<file path="config.mk">
export PLATFORM = sky130hd
export DESIGN_NAME = floppy_drive_sense_control
export DESIGN_NICKNAME = d
export VERILOG_FILES = /design/src/rtl/fdsc_pkg.sv /design/src/rtl/floppy_drive_sense_control.sv
export VERILOG_INCLUDE_DIRS = /design/src /design/src/rtl
export SDC_FILE = /design/constraint.sdc
export NUM_CORES = 1
export LEC_CHECK = 0
export BUFFER_PORTS_ARGS = -buffer_cell sky130_fd_sc_hd__buf_4
export CAP_MARGIN = 30
export CORE_UTILIZATION = 55
export CTS_BUF_LIST = sky130_fd_sc_hd__clkbuf_16
export DETAILED_ROUTE_END_ITERATION = 10
export PLACE_DENSITY = 0.76
export SLEW_MARGIN = 30
export SYNTH_ARGS = -nofsm -noshare
export SYNTH_HDL_FRONTEND = slang
export SYNTH_SLANG_ARGS = --single-unit
</file>
<file path="constraint.sdc">
create_clock -name clk -period 4.7 [get_ports clk]
set_clock_uncertainty 0.2 [all_clocks]
set_input_delay 0.47 -clock clk [delete_from_list [all_inputs] [get_ports clk]]
set_output_delay 0.47 -clock clk [all_outputs]
set_load 0.005 [all_outputs]
</file>
<file path="src/rtl/assert_macros.svh">
// ----------------------------------------------------------------------------
// Assertion macros
// Clocked concurrent assertion helpers, reset disables the check.
// ----------------------------------------------------------------------------
`ifndef ASSERT_MACROS_SVH
`define ASSERT_MACROS_SVH

// property must hold at every clock edge outside reset
`define ASSERT_CLK(lbl, clk, rst_n, prop, msg) \
	lbl: assert property (@(posedge clk) disable iff (!rst_n) prop) else $error(msg);

// expression must never be true
`define ASSERT_NEVER(lbl, clk, rst_n, expr, msg) \
	`ASSERT_CLK(lbl, clk, rst_n, !(expr), msg)

`endif

</file>
<file path="src/rtl/fdsc_pkg.sv">
// ----------------------------------------------------------------------------
// fdsc_pkg
// Types and codes for the 3.5-inch drive sense/control block.
// ----------------------------------------------------------------------------
package fdsc_pkg;

	// request commands
	localparam logic [2:0] CMD_LINE    = 3'd0;
	localparam logic [2:0] CMD_HSEL    = 3'd1;
	localparam logic [2:0] CMD_TICK    = 3'd2;
	localparam logic [2:0] CMD_MOUNT   = 3'd3;
	localparam logic [2:0] CMD_UNMOUNT = 3'd4;

	localparam logic [1:0] LINE_STROBE = 2'd3;

	// selector is CA2:CA1:CA0:SEL
	localparam logic [3:0] SEL_DIR      = 4'b0000;
	localparam logic [3:0] SEL_PRESENT  = 4'b0001;
	localparam logic [3:0] SEL_STEP     = 4'b0010;
	localparam logic [3:0] SEL_WPROT    = 4'b0011;
	localparam logic [3:0] SEL_MOTOR_ON = 4'b0100;
	localparam logic [3:0] SEL_TRACK0   = 4'b0101;
	localparam logic [3:0] SEL_SWAPPED  = 4'b0110;
	localparam logic [3:0] SEL_DIR_OUT  = 4'b1000;
	localparam logic [3:0] SEL_CLR_SWAP = 4'b1001;
	localparam logic [3:0] SEL_SIDES    = 4'b1100;
	localparam logic [3:0] SEL_READY    = 4'b1101;
	localparam logic [3:0] SEL_EJECT    = 4'b1110;

	// configuration register indexes
	localparam logic [2:0] REG_WPROT  = 3'd0;
	localparam logic [2:0] REG_SIDES  = 3'd1;
	localparam logic [2:0] REG_LAST   = 3'd2;
	localparam logic [2:0] REG_SETTLE = 3'd3;
	localparam logic [2:0] REG_NEAR   = 3'd4;
	localparam logic [2:0] REG_FAR    = 3'd5;
	localparam logic [2:0] REG_SPINUP = 3'd6;

	localparam logic [6:0]  LAST_TRACK_RST = 7'd79;
	localparam logic [15:0] SETTLE_RST     = 16'd300;
	localparam logic [15:0] NEAR_RST       = 16'd1000;
	localparam logic [15:0] FAR_RST        = 16'd5000;
	localparam logic [15:0] SPINUP_RST     = 16'd5000;

	typedef struct packed {
		logic [1:0] pad;
		logic       level;
		logic [1:0] line;
		logic [2:0] cmd;
	} req_t;

	typedef struct packed {
		logic [5:0] pad;
		logic       motor_running;
		logic       head_side;
		logic [6:0] track;
		logic       sense;
	} res_t;

endpackage

</file>
<file path="src/rtl/floppy_drive_sense_control.sv">
// ----------------------------------------------------------------------------
// floppy_drive_sense_control
// Control lines, stepper, motor and status decode of a 3.5-inch drive.
// ----------------------------------------------------------------------------
// channel   dir  width  contents
// s_axis    in   8      cmd, line, level
// m_axis    out  16     sense, track, head_side, motor_running
// apb       in   32     seven config registers at 4*i
//
// One request per cycle while s_axis_tready is high; the result is registered.
// The state update and status decode are a single combinational pass.
// Output register plus a one-entry skid: a request taken while the output
// register is stalled goes to the skid, and s_axis_tready then stays low until
// the skid moves into the output register on the next m_axis accept.
// arst_n clears drive state and loads register defaults.
// ----------------------------------------------------------------------------
`include "assert_macros.svh"

module floppy_drive_sense_control (
	input  logic        clk,
	input  logic        arst_n,
	input  logic        psel,
	input  logic        penable,
	input  logic        pwrite,
	input  logic [4:0]  paddr,
	input  logic [31:0] pwdata,
	output logic [31:0] prdata,
	output logic        pready,
	input  logic        s_axis_tvalid,
	output logic        s_axis_tready,
	input  logic [7:0]  s_axis_tdata,   // cmd[2:0], line[4:3], level[5], zero
	output logic        m_axis_tvalid,
	input  logic        m_axis_tready,
	output logic [15:0] m_axis_tdata    // sense[0], track[7:1], head_side[8],
	                                    // motor_running[9], zero
);

	// configuration
	logic        wprot_q, sides_q;
	logic [6:0]  last_track_q;
	logic [15:0] settle_q, near_q, far_q, spinup_q;

	// drive state
	logic [3:0]  sel_q, sel_d;
	logic        strobe_q, strobe_d;
	logic        dir_out_q, dir_out_d;
	logic        present_q, present_d;
	logic        swapped_q, swapped_d;
	logic        motor_q, motor_d;
	logic [6:0]  track_q, track_d;
	logic        side_q, side_d;
	logic        ready_q, ready_d;
	logic        stepping_q, stepping_d;
	logic [15:0] rcnt_q, rcnt_d;
	logic [15:0] scnt_q, scnt_d;

	// output buffer
	logic        out_v_q, skid_v_q;
	fdsc_pkg::res_t out_q, skid_q, res_d;

	fdsc_pkg::req_t req;
	logic        in_acc, out_acc, main_free, cfg_wr;
	logic [7:0]  tgt_raw;
	logic [6:0]  tgt_trk;
	logic        tgt_far;
	logic [15:0] tgt_ready;
	logic        sense_d;

	assign pready        = 1'b1;
	assign cfg_wr        = psel & penable & pwrite & pready;
	assign req           = s_axis_tdata;
	assign s_axis_tready = !skid_v_q;
	assign in_acc        = s_axis_tvalid & s_axis_tready;
	assign out_acc       = m_axis_tvalid & m_axis_tready;
	assign main_free     = out_acc | !out_v_q;
	assign m_axis_tvalid = out_v_q;
	assign m_axis_tdata  = out_q;

	always_ff @(posedge clk or negedge arst_n) begin
		if (!arst_n) begin
			wprot_q      <= 1'b0;
			sides_q      <= 1'b1;
			last_track_q <= fdsc_pkg::LAST_TRACK_RST;
			settle_q     <= fdsc_pkg::SETTLE_RST;
			near_q       <= fdsc_pkg::NEAR_RST;
			far_q        <= fdsc_pkg::FAR_RST;
			spinup_q     <= fdsc_pkg::SPINUP_RST;
		end else if (cfg_wr) begin
			unique case (paddr[4:2])
				fdsc_pkg::REG_WPROT:  wprot_q      <= pwdata[0];
				fdsc_pkg::REG_SIDES:  sides_q      <= pwdata[0];
				fdsc_pkg::REG_LAST:   last_track_q <= pwdata[6:0];
				fdsc_pkg::REG_SETTLE: settle_q     <= pwdata[15:0];
				fdsc_pkg::REG_NEAR:   near_q       <= pwdata[15:0];
				fdsc_pkg::REG_FAR:    far_q        <= pwdata[15:0];
				fdsc_pkg::REG_SPINUP: spinup_q     <= pwdata[15:0];
				default: ;
			endcase
		end
	end

	always_comb begin
		unique case (paddr[4:2])
			fdsc_pkg::REG_WPROT:  prdata = {31'd0, wprot_q};
			fdsc_pkg::REG_SIDES:  prdata = {31'd0, sides_q};
			fdsc_pkg::REG_LAST:   prdata = {25'd0, last_track_q};
			fdsc_pkg::REG_SETTLE: prdata = {16'd0, settle_q};
			fdsc_pkg::REG_NEAR:   prdata = {16'd0, near_q};
			fdsc_pkg::REG_FAR:    prdata = {16'd0, far_q};
			fdsc_pkg::REG_SPINUP: prdata = {16'd0, spinup_q};
			default:              prdata = 32'd0;
		endcase
	end

	// step target, clamped to 0..last_track
	always_comb begin
		if (dir_out_q)
			tgt_raw = (track_q == 7'd0) ? 8'd0 : {1'b0, track_q} - 8'd1;
		else
			tgt_raw = {1'b0, track_q} + 8'd1;
	end
	assign tgt_trk   = (tgt_raw > {1'b0, last_track_q}) ? last_track_q : tgt_raw[6:0];
	assign tgt_far   = tgt_trk[6:4] != track_q[6:4];
	assign tgt_ready = tgt_far ? far_q : near_q;

	always_comb begin
		sel_d      = sel_q;
		strobe_d   = strobe_q;
		dir_out_d  = dir_out_q;
		present_d  = present_q;
		swapped_d  = swapped_q;
		motor_d    = motor_q;
		track_d    = track_q;
		side_d     = side_q;
		ready_d    = ready_q;
		stepping_d = stepping_q;
		rcnt_d     = rcnt_q;
		scnt_d     = scnt_q;

		unique case (req.cmd)
			fdsc_pkg::CMD_LINE: begin
				if (req.line == fdsc_pkg::LINE_STROBE) begin
					strobe_d = req.level;
					if (!strobe_q && req.level) begin
						unique case (sel_q)
							fdsc_pkg::SEL_DIR:      dir_out_d = 1'b0;
							fdsc_pkg::SEL_DIR_OUT:  dir_out_d = 1'b1;
							fdsc_pkg::SEL_CLR_SWAP: swapped_d = 1'b0;
							fdsc_pkg::SEL_STEP: begin
								if (tgt_trk != track_q) begin
									rcnt_d     = tgt_ready;
									ready_d    = tgt_ready == 16'd0;
									scnt_d     = settle_q;
									stepping_d = settle_q != 16'd0;
									track_d    = tgt_trk;
								end
							end
							fdsc_pkg::SEL_MOTOR_ON: begin
								motor_d = 1'b1;
								rcnt_d  = spinup_q;
								ready_d = spinup_q == 16'd0;
							end
							fdsc_pkg::SEL_SIDES: begin
								// motor off
								motor_d = 1'b0;
								rcnt_d  = 16'd0;
								ready_d = 1'b0;
							end
							fdsc_pkg::SEL_EJECT: begin
								present_d = 1'b0;
								swapped_d = 1'b1;
							end
							default: ;
						endcase
					end
				end else begin
					sel_d[req.line + 2'd1] = req.level;
				end
			end
			fdsc_pkg::CMD_HSEL: sel_d[0] = req.level;
			fdsc_pkg::CMD_TICK: begin
				if (rcnt_q != 16'd0) begin
					rcnt_d = rcnt_q - 16'd1;
					if (rcnt_q == 16'd1)
						ready_d = 1'b1;
				end
				if (scnt_q != 16'd0) begin
					scnt_d = scnt_q - 16'd1;
					if (scnt_q == 16'd1)
						stepping_d = 1'b0;
				end
			end
			fdsc_pkg::CMD_MOUNT: begin
				present_d = 1'b1;
				swapped_d = 1'b0;
				track_d   = 7'd0;
				side_d    = 1'b0;
			end
			fdsc_pkg::CMD_UNMOUNT: begin
				present_d = 1'b0;
				motor_d   = 1'b0;
				swapped_d = 1'b1;
			end
			default: ;
		endcase

		// status decode on the updated state; 1000/1001 also latch the side
		unique case (sel_d)
			fdsc_pkg::SEL_DIR:      sense_d = dir_out_d;
			fdsc_pkg::SEL_PRESENT:  sense_d = !present_d;
			fdsc_pkg::SEL_STEP:     sense_d = !stepping_d;
			fdsc_pkg::SEL_WPROT:    sense_d = !wprot_q;
			fdsc_pkg::SEL_MOTOR_ON: sense_d = !motor_d;
			fdsc_pkg::SEL_TRACK0:   sense_d = track_d != 7'd0;
			fdsc_pkg::SEL_SWAPPED:  sense_d = swapped_d;
			fdsc_pkg::SEL_DIR_OUT: begin
				sense_d = 1'b0;
				side_d  = 1'b0;
			end
			fdsc_pkg::SEL_CLR_SWAP: begin
				sense_d = 1'b0;
				side_d  = 1'b1;
			end
			fdsc_pkg::SEL_SIDES:    sense_d = sides_q;
			fdsc_pkg::SEL_READY:    sense_d = !ready_d;
			default:                sense_d = 1'b0;
		endcase

		res_d               = '0;
		res_d.sense         = sense_d;
		res_d.track         = track_d;
		res_d.head_side     = side_d;
		res_d.motor_running = motor_d;
	end

	always_ff @(posedge clk or negedge arst_n) begin
		if (!arst_n) begin
			sel_q      <= '0;
			strobe_q   <= 1'b0;
			dir_out_q  <= 1'b0;
			present_q  <= 1'b0;
			swapped_q  <= 1'b0;
			motor_q    <= 1'b0;
			track_q    <= '0;
			side_q     <= 1'b0;
			ready_q    <= 1'b0;
			stepping_q <= 1'b0;
			rcnt_q     <= '0;
			scnt_q     <= '0;
		end else if (in_acc) begin
			sel_q      <= sel_d;
			strobe_q   <= strobe_d;
			dir_out_q  <= dir_out_d;
			present_q  <= present_d;
			swapped_q  <= swapped_d;
			motor_q    <= motor_d;
			track_q    <= track_d;
			side_q     <= side_d;
			ready_q    <= ready_d;
			stepping_q <= stepping_d;
			rcnt_q     <= rcnt_d;
			scnt_q     <= scnt_d;
		end
	end

	always_ff @(posedge clk or negedge arst_n) begin
		if (!arst_n) begin
			out_v_q  <= 1'b0;
			skid_v_q <= 1'b0;
		end else if (main_free) begin
			if (skid_v_q) begin
				out_v_q  <= 1'b1;
				skid_v_q <= 1'b0;
			end else begin
				out_v_q <= in_acc;
			end
		end else if (in_acc) begin
			skid_v_q <= 1'b1;
		end
	end

	always_ff @(posedge clk) begin
		if (main_free)
			out_q <= skid_v_q ? skid_q : res_d;
		if (in_acc && !main_free)
			skid_q <= res_d;
	end

	`ASSERT_CLK(a_stepping_has_count, clk, arst_n, stepping_q |-> (scnt_q != 16'd0),
		"stepping flag set with idle settle count")
	`ASSERT_CLK(a_ready_count_not_ready, clk, arst_n, (rcnt_q != 16'd0) |-> !ready_q,
		"ready flag set while ready count still running")
	`ASSERT_NEVER(a_skid_without_main, clk, arst_n, skid_v_q && !out_v_q,
		"skid entry held with output register empty")
	`ASSERT_CLK(a_skid_fill_on_stall, clk, arst_n,
		$rose(skid_v_q) |-> $past(out_v_q && !m_axis_tready),
		"skid filled while output register was free")

endmodule
</file>
After elaboration in Yosys (flattened, before gate mapping)
Index checks and enable logic that the tools add are counted.

storage, ports and cells
  flip-flop bits (word level) = 146
  bits of input ports = 52

operators by class
  $add $sub $neg = 5
  magnitude comparators = 3
  equality and inequality tests = 39
  muxes and demuxes = 65
  bitwise gates (word level) = 5
  reductions and logical operators = 35

operators with widths
  kind                     count
  $mux W16                 10
  $pmux W16 S7             1
  $pmux W16 S2             2
  $pmux W16 S3             1
  $reduce_bool A16 Y1      3
  $mux W7                  5
  $eq A16 B1 Y1 const B    2
  $eq A4 B4 Y1 const B     8
  $logic_not A16 Y1        2
  $sub A16 B1 Y16 const B  2
  $mux W1                  26
  $eq A4 B3 Y1 const B     4
  $mux W8                  2
  $pmux W1 S2              8
  $pmux W7 S2              1
  $reduce_and A2 Y1        7
  $reduce_and A7 Y1        2
  $eq A3 B2 Y1 const B     4
  $eq A3 B3 Y1 const B     4
  $eq A4 B2 Y1 const B     3
  $mux W10                 1
  $ne A2 B2 Y1 const B     5
  $logic_not A1 Y1         9
  $pmux W1 S3              3
  other kinds (28)         37

Depth between registers and ports, before layout
  word-level depth = 16
  depth in mapped cells = 19
  depth with buffers taken out = 15

Least setup slack after synthesis
OpenSTA, ideal clock, no wires.

  path kind = register to register
  from = reg track_q[0]
  to = reg out_q, in the netlist m_axis_tdata[0], data pin
  setup time = 0.273 ns
  arrival time = 3.512 ns
  path slack = 0.715 ns
  cell stages (with the launch flop) = 19
  period minus slack after synthesis = 3.985 ns
  path through = dfrtp_1 buf_6 inv_1 ha_1 nor4b_2 or3_1 a21oi_1 nand2b_1 ha_1 nand4_1 o21bai_1 a31o_2 a21o_1 buf_6 a22o_1 buf_6 mux2i_1 o31ai_1 a32oi_1

between the ends
  longest elaborated chain between the ends = 16
  elaborated cells on any way between the ends = 31
  classes of those cells = 2 x add/sub; 1 x order compare; 2 x eq/ne; 21 x mux; 5 x reduce/logical

RTL lines
  element                                            line                               RTL
  start, declared                                    floppy_drive_sense_control.sv:50   logic [6:0] track_q, track_d;
  start signal, assigned                             floppy_drive_sense_control.sv:257  track_q <= track_d;
  $sub A7 B1 Y8 or $logic_not A7 Y1 (tied branches)  floppy_drive_sense_control.sv:118  tgt_raw = (track_q == 7'd0) ? 8'd0 : {1'b0, track_q} - 8'd1;
  $mux W8                                            floppy_drive_sense_control.sv:118
  $mux W8                                            floppy_drive_sense_control.sv:117  if (dir_out_q)
  $gt A8 B7 Y1                                       floppy_drive_sense_control.sv:122  assign tgt_trk = (tgt_raw > {1'b0, last_track_q}) ? last_track_q : tgt_raw[6:0];
  $mux W7                                            floppy_drive_sense_control.sv:122
  $ne A3 B3 Y1                                       floppy_drive_sense_control.sv:123  assign tgt_far = tgt_trk[6:4] != track_q[6:4];
  $mux W16                                           floppy_drive_sense_control.sv:124  assign tgt_ready = tgt_far ? far_q : near_q;
  $logic_not A16 Y1                                  floppy_drive_sense_control.sv:152  ready_d = tgt_ready == 16'd0;
  $mux W1                                            floppy_drive_sense_control.sv:150  if (tgt_trk != track_q) begin
  $pmux W1 S3                                        floppy_drive_sense_control.sv:145  unique case (sel_q)
  $mux W1                                            floppy_drive_sense_control.sv:144  if (!strobe_q && req.level) begin
  $mux W1                                            floppy_drive_sense_control.sv:142  if (req.line == fdsc_pkg::LINE_STROBE) begin
  $pmux W1 S2                                        floppy_drive_sense_control.sv:140  unique case (req.cmd)
  $logic_not A1 Y1                                   floppy_drive_sense_control.sv:225  fdsc_pkg::SEL_READY: sense_d = !ready_d;
  $pmux W1 S9 (*)                                    floppy_drive_sense_control.sv:208  unique case (sel_d)
  $mux W10 (*)                                       floppy_drive_sense_control.sv:284  out_q <= skid_v_q ? skid_q : res_d;
  end signal, assigned                               floppy_drive_sense_control.sv:284
  end, declared                                      floppy_drive_sense_control.sv:59   fdsc_pkg::res_t out_q, skid_q, res_d;

Every way passes the cells marked *; elsewhere a longest branch is shown, timed or not.
A chain may end at the register's enable or synchronous reset.

Worst setup path after layout
  from = reg track_q[1]
  to = reg out_q, in the netlist m_axis_tdata[0], data pin

Same word-level chain as after synthesis.

==> reports/metrics.cfg <==
[synth]
ys_types = 73
yosys.area.top_type = dfrtp_1
synth_ff_type = dfrtp_1
syn_inst = 960
avgSynthCellArea_um2 = 9.465
netlist.area_leader.share_pct = 27.54
ys_warn_count = 0
ys_ff_latch = 146
ys_top_cells_by_count = 100 x dfrtp_1, 87 x mux2_2, 81 x o21ai_0
seq_area_frac_synth_pct = 41.67
synthArstFlopShare_pct = 86.30
synth_edf_count = 20
syn_area_um2 = 9086
synth_area_leaders = dfrtp_1 28%, mux2_2 11%, dfstp_2 7.5%
yosysMostFrequentCell = dfrtp_1

[route]
final_antenna_net_count = 0
detail_route.wl_per_cell_um = 19.48
wirelength_mm = 23.87
vias = 7798
post_drt_via_cell_ratio = 6.366
drt-initial-drc-count = 836
firstDrtPassIters = 6
route.detailed.drc = 0

[die]
fp.dieW_um = 130.5
initial_core_util_pct = 56.79
fp.dieArea_um2 = 17040
num_rows = 46
io_pins = 103
core_area_um2 = 16000
die_h_um = 130.5

[cts]
cts-resized-gates = 0
cts_max_level = 4
clkSlewWorstSetupHoldPaths_ns = 0.06
clockBufferDepth = 2
cts_tree = built
clock-root-buffer = clkbuf_16
cts.sinks = 146
cts_made_buffers = 17
clock_latency_ns = 0.43

[power_and_ir_drop]
combPwrFrac_pct = 25.1
p_clk_share_pct = 32.0
p_int_mw = 2.977
leakage_nw = 4.351
netSwitchingPower_mw = 1.546
switching_share_pct = 34.18
p_seq_share_pct = 42.9
powerDensity_nw_per_um2 = 441.4
ir_worst_vdd_mv = 0.3211

[global_route]
grt_pass1_vias = 7395
grt_max_degree = 127
grt_antenna_before_repair = 0
grt_pass1_wl_mm = 39.43
grt_use_total_pct = 30.25
grt-ovfl-total = 0

[worst_setup_path]
crit_slowest_cell = nor4b_2
path_cells = inv_1 -> ha_1 -> nor4b_2 -> or3_1 -> a21oi_1 -> nand2b_1 -> ha_1 -> nand4_1 -> o21bai_1 -> a31o_2 -> a21o_1 -> a22o_1 -> mux2i_1 -> o31ai_1 -> a32oi_1
setup.worst_path.end_class = flip-flop
cp_num_buf_inv = 1
crit_type = reg -> reg
critPathRequiredTime_ns = 4.66
critical_path.max_stage_delay_ns = 0.40
cp_max_fo = 6
r2r_slack_ns = 0.36
crit_top_cell = ha_1
cp_data_arrival_time_ns = 4.29
critical_path.top_delay_family = compound AO/OA/AOI/OAI gates
cp-start-kind = flip-flop

[timing]
slew_headroom_pct = 34.49
finalHoldViolCount = 0
rsz0062_at_grt = no
setup_viol = 0
worstMarginPinSlew_ns = 0.9815
fin_hold_ws_ns = 0.09080
post-route-period-util_pct = 92.26
fin_tns_setup_ns = 0
clock.fmax_mhz = 230.6
slew_viol_final = 0
min_period_ns = 4.336
worst_slack_ns = 0.3637

[placed_design]
dpl.hpwl_mm = 16.63
placed_area_um2 = 9605
place_congestion = 0.9354
pre_cts_ws_ns = 0.4112
port_buffers = 59

[min_path]
hold_class = in -> reg

[finish]
antenna_cells = 0
areaGrowthSynthToFinish_pct = 12.78
drive_above_1_share_pct = 23.79
post-route-util_pct = 64.04
design_area_um2 = 10250
fin_nets = 1062

[flow_run]
max-cap-violations = 0

[run_status]
run_status = finished, final reports clean

## layout make-up
| type | count | area [µm²] |
|---|---|---|
| Tap cell | 216 | 270.3 |
| Multi-Input combinational cell | 729 | 4870 |
| Timing Repair Buffer | 79 | 608.1 |
| Fill cell | 1322 | 5753 |
| Clock buffer | 18 | 450.4 |
| Sequential cell | 146 | 3786 |
| Inverter | 23 | 86.33 |
| Clock inverter | 14 | 176.4 |
## what timing repair did
action / in CTS / in global routing
setup endpoints to repair: 0 / 0
hold buffers: 1 / 0
hold endpoints to repair: 85 / 0
buffers inserted: 0 / 0
## metrics by stage
stage                     power [mW]  instances
after detailed placement       3.056       1192
after global routing           4.758       1225
after CTS                      4.510       1225
final                          4.524       1225
after floorplan                2.660        981
after global placement         3.019       1192
## final timing paths
kind                                from               to  cells after the start
max in group asynchronous         arst_n       track_q[0]                      3
hold reg to reg                scnt_q[5]        scnt_q[5]                      2
hold / removal             s_axis_tvalid    m_axis_tvalid                      3
setup / recovery              track_q[1]  m_axis_tdata[0]                     15
min in group asynchronous         arst_n        near_q[2]                      3
setup reg to reg              track_q[1]  m_axis_tdata[0]                     15
## sequential cells by signal (all words and copies together), names as in the netlist, 4 cells and up
| register | count |
|---|---|
| far_q | 16 |
| last_track_q | 7 |
| m_axis_tdata | 10 |
| near_q | 16 |
| rcnt_q | 16 |
| scnt_q | 16 |
| sel_q | 4 |
| settle_q | 16 |
| skid_q | 10 |
| spinup_q | 16 |
| track_q | 7 |
## placed cells by master (no fill, tap or decap), drive strengths merged, types with 5 or more instances in the layout
master / Yosys / final
edfxtp: 20 / 20
a221o: 5 / 5
a31oi: 20 / 20
a211oi: 7 / 7
nor2: 77 / 77
conb: 2 / 23
or3: 7 / 7
o31ai: 12 / 12
a22o: 16 / 16
nand2b: 6 / 6
nor4: 33 / 33
a21oi: 60 / 60
clkbuf: 45 / 18
nand2: 66 / 66
dfstp: 26 / 26
nand4: 12 / 12
o22ai: 7 / 7
dfrtp: 100 / 100
ha: 14 / 14
buf: 38 / 78
clkinv: 1 / 7
a21o: 6 / 6
mux2i: 35 / 35
nor3: 36 / 36
o21ai: 83 / 83
mux2: 87 / 87
nand3: 35 / 35
a2bb2oi: 6 / 6
inv: 22 / 26
## power by group through the flow
| stage | Combinational [mW] | Clock, mW | Sequential (mW) |
|---|---|---|---|
| final | 1.13 | 1.45 | 1.94 |
| after global routing | 1.27 | 1.52 | 1.97 |
| after CTS | 1.12 | 1.46 | 1.92 |
| after detailed placement | 1.11 | 0 | 1.94 |
| after global placement | 1.08 | 0 | 1.94 |
| after floorplan | 0.854 | 0 | 1.81 |
## kinds of logic after synthesis
family	after synthesis	share of synthesized area, %
AND/OR/NAND/NOR	306	17.24
AO/OA/AOI/OAI	257	17.97
flip-flops	146	41.67
multiplexers	122	14.64
buffers and inverters	106	5.797
adder cells (fa/ha/maj)	14	1.928
XOR/XNOR	7	0.6748
other	2	0.08265
## layer usage
metal	global-route usage, %	up-vias	share of wire, %
met4	10.14	0	2.3
met1	42.12	3769	43
li1	-	3616	-
met3	6.067	48	7.4
met2	47.25	365	47
met5	0	-	0
## worst min-delay path, cell delays in order
cell and delay [ns]:
buf_4 0.11, nor2_1 0.05, nand2_1 0.05
(Power assumes the default switching activity.)
